[src/sv/ncbp_pkg.sv]
// ----------------------------------------------------------------------------
// ncbp_pkg: shared types and constants
// Word layouts, mode and command codes, status codes and memory sizing for
// the nibble-commanded one-bit playback core.
// ----------------------------------------------------------------------------
package ncbp_pkg;

  // Sample memory address width and size
  localparam int unsigned MEM_AW    = 16;
  localparam int unsigned MEM_DEPTH = 1 << MEM_AW;
  localparam logic [23:0] MEM_MASK  = 24'((32'd1 << MEM_AW) - 32'd1);

  localparam logic [23:0] PLAY_ADDR_RST = 24'h000100;
  localparam logic [14:0] FULL_SCALE    = 15'h7fff;

  // Table fetch: three bytes for the start address, three for the stop
  localparam int unsigned TBL_BYTES = 6;
  localparam int unsigned TBL_HALF  = 3;

  // Item modes
  localparam logic [1:0] MODE_CMD  = 2'd0;
  localparam logic [1:0] MODE_TICK = 2'd1;
  localparam logic [1:0] MODE_LOAD = 2'd2;

  // Command nibbles
  localparam logic [3:0] CMD_NOP        = 4'd1;
  localparam logic [3:0] CMD_PLAY       = 4'd2;
  localparam logic [3:0] CMD_STOP       = 4'd3;
  localparam logic [3:0] CMD_START_ADDR = 4'd4;
  localparam logic [3:0] CMD_END_ADDR   = 4'd5;
  localparam logic [3:0] CMD_RATE       = 4'd6;
  localparam logic [3:0] CMD_PHRASE     = 4'd7;
  localparam logic [3:0] CMD_UNEMU_LO   = 4'd8;
  localparam logic [3:0] CMD_UNEMU_HI   = 4'd11;

  // Command status
  localparam logic [1:0] ST_OK      = 2'd0;
  localparam logic [1:0] ST_UNEMU   = 2'd1;
  localparam logic [1:0] ST_INVALID = 2'd2;

  typedef struct packed {
    logic [1:0]  mode;
    logic [3:0]  nibble;
    logic [15:0] load_addr;
    logic [7:0]  load_byte;
  } ncbp_in_t;

  typedef struct packed {
    logic        sample_valid;
    logic [14:0] sample_out;
    logic        busy_playing;
    logic [1:0]  cmd_status;
  } ncbp_out_t;

  // Controller to datapath
  typedef struct packed {
    logic       accept;    // input word taken this cycle
    logic       tick_fin;  // sample byte ready, finish the tick
    logic       tbl_rd;    // issue a table byte read
    logic [2:0] rd_idx;
    logic       tbl_cap;   // capture a table byte
    logic [2:0] cap_idx;
    logic       tbl_fin;   // load addresses from the captured table bytes
  } ncbp_cmd_t;

  // Datapath to controller
  typedef struct packed {
    logic need_tick;  // accepted word is a tick that plays a bit
    logic need_tbl;   // accepted word completes a phrase select
    logic out_busy;   // result register full and held
  } ncbp_sts_t;

endpackage

[src/sv/ncbp_ctrl.sv]
// ----------------------------------------------------------------------------
// ncbp_ctrl: sequencing controller
// Takes input words, waits on the sample read of a playing tick and steps
// the six table reads of a phrase select.
// ----------------------------------------------------------------------------
module ncbp_ctrl
  import ncbp_pkg::*;
(
  input  logic      clk,
  input  logic      rst_n,
  input  logic      in_valid,
  output logic      in_stall,
  input  ncbp_sts_t sts,
  output ncbp_cmd_t cmd
);

  typedef enum logic [1:0] {S_IDLE, S_TICK, S_TBL, S_FIN} state_t;

  state_t     state_r, state_nxt;
  logic [2:0] cnt_r, cnt_nxt;

  always_comb begin
    state_nxt = state_r;
    cnt_nxt   = cnt_r;
    in_stall  = 1'b1;
    cmd       = '0;
    unique case (state_r)
      S_IDLE: begin
        in_stall   = sts.out_busy;
        cmd.accept = in_valid && !sts.out_busy;
        if (cmd.accept && sts.need_tick) begin
          state_nxt = S_TICK;
        end else if (cmd.accept && sts.need_tbl) begin
          state_nxt = S_TBL;
          cnt_nxt   = '0;
        end
      end
      S_TICK: begin
        cmd.tick_fin = 1'b1;
        state_nxt    = S_IDLE;
      end
      S_TBL: begin
        // read issued at count k, data captured at count k+1
        cmd.tbl_rd  = (cnt_r < 3'(TBL_BYTES));
        cmd.rd_idx  = cnt_r;
        cmd.tbl_cap = (cnt_r != 3'd0);
        cmd.cap_idx = cnt_r - 3'd1;
        cnt_nxt     = cnt_r + 3'd1;
        if (cnt_r == 3'(TBL_BYTES)) begin
          state_nxt = S_FIN;
        end
      end
      S_FIN: begin
        cmd.tbl_fin = 1'b1;
        state_nxt   = S_IDLE;
      end
      default: state_nxt = S_IDLE;
    endcase
  end

  always_ff @(posedge clk) begin
    if (!rst_n) begin
      state_r <= S_IDLE;
      cnt_r   <= '0;
    end else begin
      state_r <= state_nxt;
      cnt_r   <= cnt_nxt;
    end
  end

endmodule

[config.mk]
export PLATFORM = sky130hd
export DESIGN_NAME = ncbp_ctrl
export DESIGN_NICKNAME = d
export VERILOG_FILES = /design/src/sv/ncbp_pkg.sv /design/src/sv/ncbp_ctrl.sv
export SDC_FILE = /design/constraint.sdc
export NUM_CORES = 1
export LEC_CHECK = 0
export BUFFER_PORTS_ARGS = -buffer_cell sky130_fd_sc_hd__buf_2
export CORE_AREA = 4 4 41 43
export DETAILED_ROUTE_END_ITERATION = 10
export DIE_AREA = 0 0 45 47
export GPL_ROUTABILITY_DRIVEN = 0
export PLACE_DENSITY = 0.54
export SLEW_MARGIN = 10
export SYNTH_ARGS = -nofsm -noshare
export SYNTH_HDL_FRONTEND = slang
export SYNTH_SLANG_ARGS = --single-unit
[constraint.sdc]
create_clock -name clk -period 1.7 [get_ports clk]
set_input_delay 0.17 -clock clk [delete_from_list [all_inputs] [get_ports clk]]
set_output_delay 0.17 -clock clk [all_outputs]
set_load 0.02 [all_outputs]
## Word-level counts from Yosys, hierarchy flattened

Index checks and enable logic that the tools add are counted.

- Flip-flop bits (word level): 5
- Input port bits: 6
- Output and inout bits: 12

- $add $sub $neg: 2
- Order comparisons: 1
- Eq/ne operators: 8
- Mux-type cells: 12
- Reduce and logical (&&, ||, !) cells: 10

Operator list:

| operator | count |
|---|---|
| $mux W8 | 1 |
| $mux W2 | 3 |
| $mux W3 | 2 |
| $ne A2 B2 Y1 const B | 3 |
| $pmux W2 S3 | 1 |
| $pmux W3 S2 | 1 |
| $eq A2 B2 Y1 const B | 2 |
| $mux W1 | 4 |
| $add A3 B1 Y3 const B | 1 |
| $eq A3 B3 Y1 const B | 1 |
| $logic_and A1 B1 Y1 | 3 |
| $lt A3 B3 Y1 const B | 1 |
| $ne A3 B3 Y1 const B | 1 |
| $reduce_and A3 Y1 | 1 |
| $reduce_bool A3 Y1 | 1 |
| $sub A3 B1 Y3 const B | 1 |
| $eq A2 B1 Y1 const B | 1 |
| $logic_not A2 Y1 | 1 |
| $reduce_and A2 Y1 | 1 |
| $reduce_bool A2 Y1 | 1 |
| $reduce_or A2 Y1 | 1 |
| $logic_not A1 Y1 | 1 |

## Logic depth before layout (Yosys ltp)

Gate-level depths: netlist (run 1).

- Word-level depth: 6
- Depth in mapped cells: 5

## Worst setup path before layout (run 1)

OpenSTA, ideal clock, no wires.

- Path kind: register -> output
- Start point: register cnt_r[0]
- End point: output port cmd[2] in the netlist's numbering
- Data arrival time: 1.063 ns
- Setup slack: 0.467 ns
- Stages on the path, launching flop included: 4
- Path buffers: 0
- Path through: dfxtp_1 -> inv_1 -> ha_1 -> nor2_1

RTL lines:

| what | line | text |
|---|---|---|
| from (decl) | ncbp_ctrl.sv:20 | `logic [2:0] cnt_r, cnt_nxt;` |
| from (signal assigned) | ncbp_ctrl.sv:67 | `cnt_r <= cnt_nxt;` |
| to (decl) | ncbp_ctrl.sv:14 | `output ncbp_cmd_t cmd` |

==> results of run 1 <==
## area by class of cell
class	count	area, um^2	area share
clock buffers	4	26.28	0.05224
inverters	4	15.01	0.02985
multi-input cells	35	257.7	0.5124
flip-flops and latches	5	100.1	0.1990
well taps	15	18.77	0.03731
repair buffers	17	85.08	0.1692
## stage by stage
stage	setup slack (ps)	power (W)	utilization	std cells
floorplan	467.4	0.0001600	-	48
global placement	432.6	0.0001765	0.3663	76
detailed placement	405.4	0.0001762	0.3663	76
CTS	140.9	0.0003156	0.3865	80
global route	24.40	0.0003300	0.3865	80
finish	163.6	0.0003113	0.3865	80
## where the power goes
group | internal (W) | total, W | switching, W
sequential | 0.000120 | 0.000126 | 0.00000556
combinational | 0.0000211 | 0.0000476 | 0.0000265
clock | 0.0000888 | 0.000138 | 0.0000490
## placed cells by master (no fill, tap or decap), drive strengths merged
cell type  count
nand2          1
or3            1
a22oi          1
nor4b          1
inv            4
nand4          1
buf           17
o211ai         1
mux2i          1
and2           2
xnor2          1
dfxtp          5
nand3          2
nand2b         1
nor2           7
ha             4
a32oi          1
clkbuf         4
nor2b          3
a21boi         1
o21ai          1
a21oi          4
nand4bb        1
## worst paths after layout
kind	start	to	slack (ps)	cells past startpoint
min	sts[2]	state_r[0]	200	3
min reg2reg	cnt_r[0]	cnt_r[0]	510	1
max reg2reg	cnt_r[1]	cnt_r[1]	540	4
max	state_r[0]	cmd[8]	160	3
## per-layer routing
layer	up-vias	routed length, um	track usage
li1	196	-	-
met1	159	403	0.1116
met3	0	51	0.04598
met2	14	395	0.1328
met4	0	0	0.03509
met5	-	0	0
## state kept, by name, indices dropped and copies added, names as in the netlist
| name | cells |
|---|---|
| state_r | 2 |
| cnt_r | 3 |
## worst max-delay path, delay by kind of cell, from the launching register on
kind,cells,cell delay (ps)
flip-flops,1,560
AND/OR/NAND/NOR,1,320
buffers and inverters,1,170
AO/OA/AOI/OAI,1,70
## cell families after synthesis
family,synth area share
xor gates and xnor gates,0.02181
and+or+nand+nor,0.3302
AOI/OAI and AO/OA,0.1402
DFF,0.2492
muxes,0.02492
buffers and inverters,0.1090
adders and majority gates,0.1246
==> out/results.ini, run 1 <==
[run_status]
status = finished, final reports clean

[cells_and_area]
n_fill_cell = 139
diodes = 0
areaGrowthSynthToFinish_pct = 25.23
final_nets = 76
drive_gt1_frac = 0.3385
design_area_um2 = 503.0

[pwr]
ir_drop_mv = 0.3592
p_per_area_nw_per_um2 = 618.9
leakage_nw = 0.2332

[detailed_routing]
first_pass_iters = 4
routed_via_density = 4.613
drtAntennaViolNets = 0
drt-wirelength-per-cell_um = 10.64
drcViolationCount = 0
via_count = 369
routed_wl_um = 851
drtIter0Drc = 11

[floorplanning]
coreArea_um2 = 1301
num_rows = 13
start_util = 0.3087
die_y_um = 47
ios = 18
dieArea_um2 = 2115
fp.dieW_um = 45

[yosys]
synth_edf_count = 0
synth_cell_types = 25
yosysWarnings = 0
yosys_register_bits = 5
yosysTopAreaCell = dfxtp_1
postSynthAreaPerCell_um2 = 8.367
synth.yosys.seq_area_share = 0.2492
synth_nets = 58
yosysMostFrequentCell = nor2_1
synthArstFlopShare = 0
synthesis.instances = 48
synthTopCellsByArea = dfxtp_1, ha_1, nor2_1, nor4b_4, a21oi_1
syn_area_um2 = 401.6
yosysTopAreaCellShare = 0.2492
ys_top_cells_by_count = nor2_1, dfxtp_1, a21oi_1, ha_1, inv_1
synth_ff_type = dfxtp_1

[critical_path]
crit_fanout = 10
worst_setup_path_start_kind = flip-flop
cp_data_arrival_time_ps = 1370
crit_required_ps = 1530
crit_path_max_incr_delay_ps = 560
critPathKind = reg -> out
cp-end-kind = output port
cpMaxStageDelayCell = dfxtp_1
cp_cell_sequence = nand2b_1 > a21oi_1 > buf_2

[sta]
hold_viol = 0
fin_tns_setup_ps = 0
finalHoldWorstSlack_ps = 196.2
worstMarginPinSlew_ps = 404.9
finClkSkew_ps = 6.969
max_freq_mhz = 650.9
final-setup-viol-count = 0
slew_headroom = 0.7297
rsz0062_at_grt = false
post-route-period-util = 0.9037
min_period_ps = 1536
final_max_slew_viol_count = 0

[clock_network]
root_buffer = clkbuf_4
cts.path.max_buffers = 2
numCtsBuffers = 3
ctsHoldBuffers = 0
cts_setup_buffers = 0
cts_sinks = 5
clock_latency_ps = 240
path_clk_slew_ps = 50
cts_resized = 0
cts_tree = yes
ctsHtreeMaxLevel = 1

[placement]
place.port_buffers = 17
dpl_cell_area_um2 = 476.7
post-dp-hpwl_um = 672.4

[hold_path]
hp-class = in -> reg

[global_routing]
grt_max_degree = 11
grt_overflow = 0
antenna_found_initial = 0
grt_pass1_wl_um = 1352
first_global_vias = 331
track_usage = 0.09012

[job]
drv_cap = 0

Power figures use the tool's default switching activity.
==> run 2: changes to the inputs <==
BUFFER_PORTS_ARGS = -buffer_cell sky130_fd_sc_hd__buf_4   (was -buffer_cell sky130_fd_sc_hd__buf_2)
REMOVE_ABC_BUFFERS = 1   (was not set)
SLEW_MARGIN = 20   (was 10)
==> run 2 against run 1 <==
  * Via count increased by 2.2%
  * Clock skew decreased by 4.1 ps
  * Routed wire length increased by 9.5%
  * Total power increased by 1.7%
  * Cell count unchanged
  * Die area unchanged
  * First-iteration DRC count decreased by 45%
  * Highest routed layer is now met4
==> out/results.ini, run 2 (synthesis gave the netlist of run 1 again) <==
[cells_and_area]
largest_reg_flops = 3  ; unchanged
regMostFlops = cnt_r  ; unchanged
largestRegisters = cnt_r x3, state_r x2  ; unchanged
final_common_cell = buf_4  ; was buf_2
diodes = 0  ; unchanged
areaGrowthSynthToFinish_pct = 35.83  ; was 25.23%
fin_util = 0.4192  ; was 0.3865
final_nets = 76  ; unchanged
n_fill_cell = 143  ; was 139
regArea_um2 = 100.1  ; unchanged
multiInputGateArea_um2 = 257.7  ; unchanged
drive_gt1_frac = 0.3385  ; unchanged
layout_common_cells = buf_4, nor2_1, dfxtp_1  ; was buf_2, nor2_1, dfxtp_1

[detailed_routing]
drt-wirelength-per-cell_um = 11.65  ; was 10.64 um
routed_wl_um = 932  ; was 851 um
first_pass_iters = 4  ; unchanged
drtAntennaViolNets = 0  ; unchanged
routed_via_density = 4.713  ; was 4.613
drcViolationCount = 0  ; unchanged
via_count = 377  ; was 369
drtIter0Drc = 6  ; was 11

[critical_path]
cpMaxStageDelayCell = dfxtp_1  ; unchanged
rr_endpoint = cnt_r[1]  ; unchanged
crit_fanout = 10  ; unchanged
cp-end-kind = output port  ; unchanged
crit_path_max_incr_delay_ps = 560  ; about the same
cp_cell_sequence = nand2b_1 > nor2_1 > buf_4  ; was nand2b_1 > a21oi_1 > buf_2
critPathKind = reg -> out  ; unchanged
r2r_cells = 4  ; unchanged
r2r_start = cnt_r[1]  ; unchanged
cp_data_arrival_time_ps = 1360  ; was 1370 ps
crit_required_ps = 1530  ; about the same
worst_setup_path_start_kind = flip-flop  ; unchanged
r2r_slack_ps = 530  ; was 540 ps

[sta]
max_freq_mhz = 651.6  ; was 650.9 MHz
finClkSkew_ps = 2.898  ; was 6.969 ps
worstMarginPinSlew_ps = 406.0  ; was 404.9 ps
fin_tns_setup_ps = 0  ; unchanged
rsz0062_at_grt = false  ; unchanged
final-setup-viol-count = 0  ; unchanged
final_max_slew_viol_count = 0  ; unchanged
min_period_ps = 1535  ; was 1536 ps
post-route-period-util = 0.9028  ; was 0.9037
hold_viol = 0  ; unchanged
slew_headroom = 0.7290  ; was 0.7297

[global_routing]
track_usage = 0.08933  ; was 0.09012
grt_max_degree = 11  ; unchanged
antenna_found_initial = 0  ; unchanged
grtUsageMet2 = 0.1384  ; was 0.1328
grt_pass1_wl_um = 1297  ; was 1352 um
use_met1 = 0.09339  ; was 0.1116
grt_overflow = 0  ; unchanged
top_usage_layer = met2  ; unchanged
use_met3 = 0.06513  ; was 0.04598
first_global_vias = 300  ; was 331

[clock_network]
cts.path.max_buffers = 2  ; unchanged
clock_latency_ps = 240  ; about the same
cts_sinks = 5  ; unchanged
cts_resized = 0  ; unchanged
ctsHtreeMaxLevel = 1  ; unchanged
root_buffer = clkbuf_4  ; unchanged
cts_setup_buffers = 0  ; unchanged
numCtsBuffers = 3  ; unchanged
ctsHoldBuffers = 0  ; unchanged
path_clk_slew_ps = 40  ; was 50 ps
cts_tree = yes  ; unchanged

[pwr]
report.power.total_w = 0.0003167  ; was 0.0003113 W
p_per_area_nw_per_um2 = 580.6  ; was 618.9 nW/um^2
leakage_nw = 0.2379  ; was 0.2332 nW
ir_drop_mv = 0.4027  ; was 0.3592 mV

[hold_path]
min_path_cells = 3  ; unchanged
hp-class = in -> reg  ; unchanged
hold_end = state_r[0]  ; unchanged
holdCritStartpoint = sts[2]  ; unchanged

[floorplanning]
start_util = 0.3087  ; unchanged
num_rows = 13  ; unchanged
coreArea_um2 = 1301  ; unchanged
fp.dieW_um = 45  ; unchanged
dieArea_um2 = 2115  ; unchanged
die_y_um = 47  ; unchanged
ios = 18  ; unchanged

[job]
drv_cap = 0  ; unchanged

[run_status]
status = finished, final reports clean  ; unchanged

[placement]
post-dp-hpwl_um = 680.3  ; was 672.4 um
place.port_buffers = 17  ; unchanged

## run 2: power breakdown
part | internal [W] | switching, W | leakage (nW) | total [W]
registers | 0.000120 | 0.00000564 | 0.0405 | 0.000126
clock network | 0.0000886 | 0.0000460 | 0.0150 | 0.000135
logic | 0.0000285 | 0.0000277 | 0.182 | 0.0000562
total | 0.000237 | 0.0000793 | 0.238 | 0.000317
## run 2: worst max-delay path by stage
stage	cells past startpoint	slack [ps]	from	to
floorplan	4	470	cnt_r[0]	cmd[3]
global placement	3	400	state_r[0]	cmd[3]
detailed placement	3	410	state_r[0]	cmd[2]
CTS	3	150	state_r[0]	cmd[2]
global route	3	60	state_r[0]	cmd[2]
finish	3	170	state_r[0]	cmd[3]
## run 2: final cells by class
class,instances,share of cell area
inverters,4,0.02752
flip-flops and latches,5,0.1835
clock buffers,4,0.04817
well taps,15,0.03440
multi-input cells,35,0.4725
repair buffers,17,0.2339
## run 2: worst max-delay path, delay by kind of cell (launching register included)
kind / cells / cell delay, ps
DFF: 1 / 560
and+or+nand+nor: 2 / 400
buffers and inverters: 1 / 160
## run 2: per-stage QoR
stage          cell area (um^2)  hold slack (ps)  instances  worst slack [ps]
4_1_cts                   545.5            188.4         80             152.0
2_1_floorplan             372.9            291.7         44             465.6
3_3_place_gp              519.2            435.9         76             404.5
6_report                  545.5            195.2         80             165.2
5_1_grt                   545.5            188.3         80             57.11
3_5_place_dp              519.2            437.0         76             407.4
## run 2: per-layer routing
layer  vias to the layer above  share of wire
met5                         -              0
met4                         0         0.0064
met3                         2          0.095
met2                        12           0.43
met1                       167           0.47
li1                        196              -
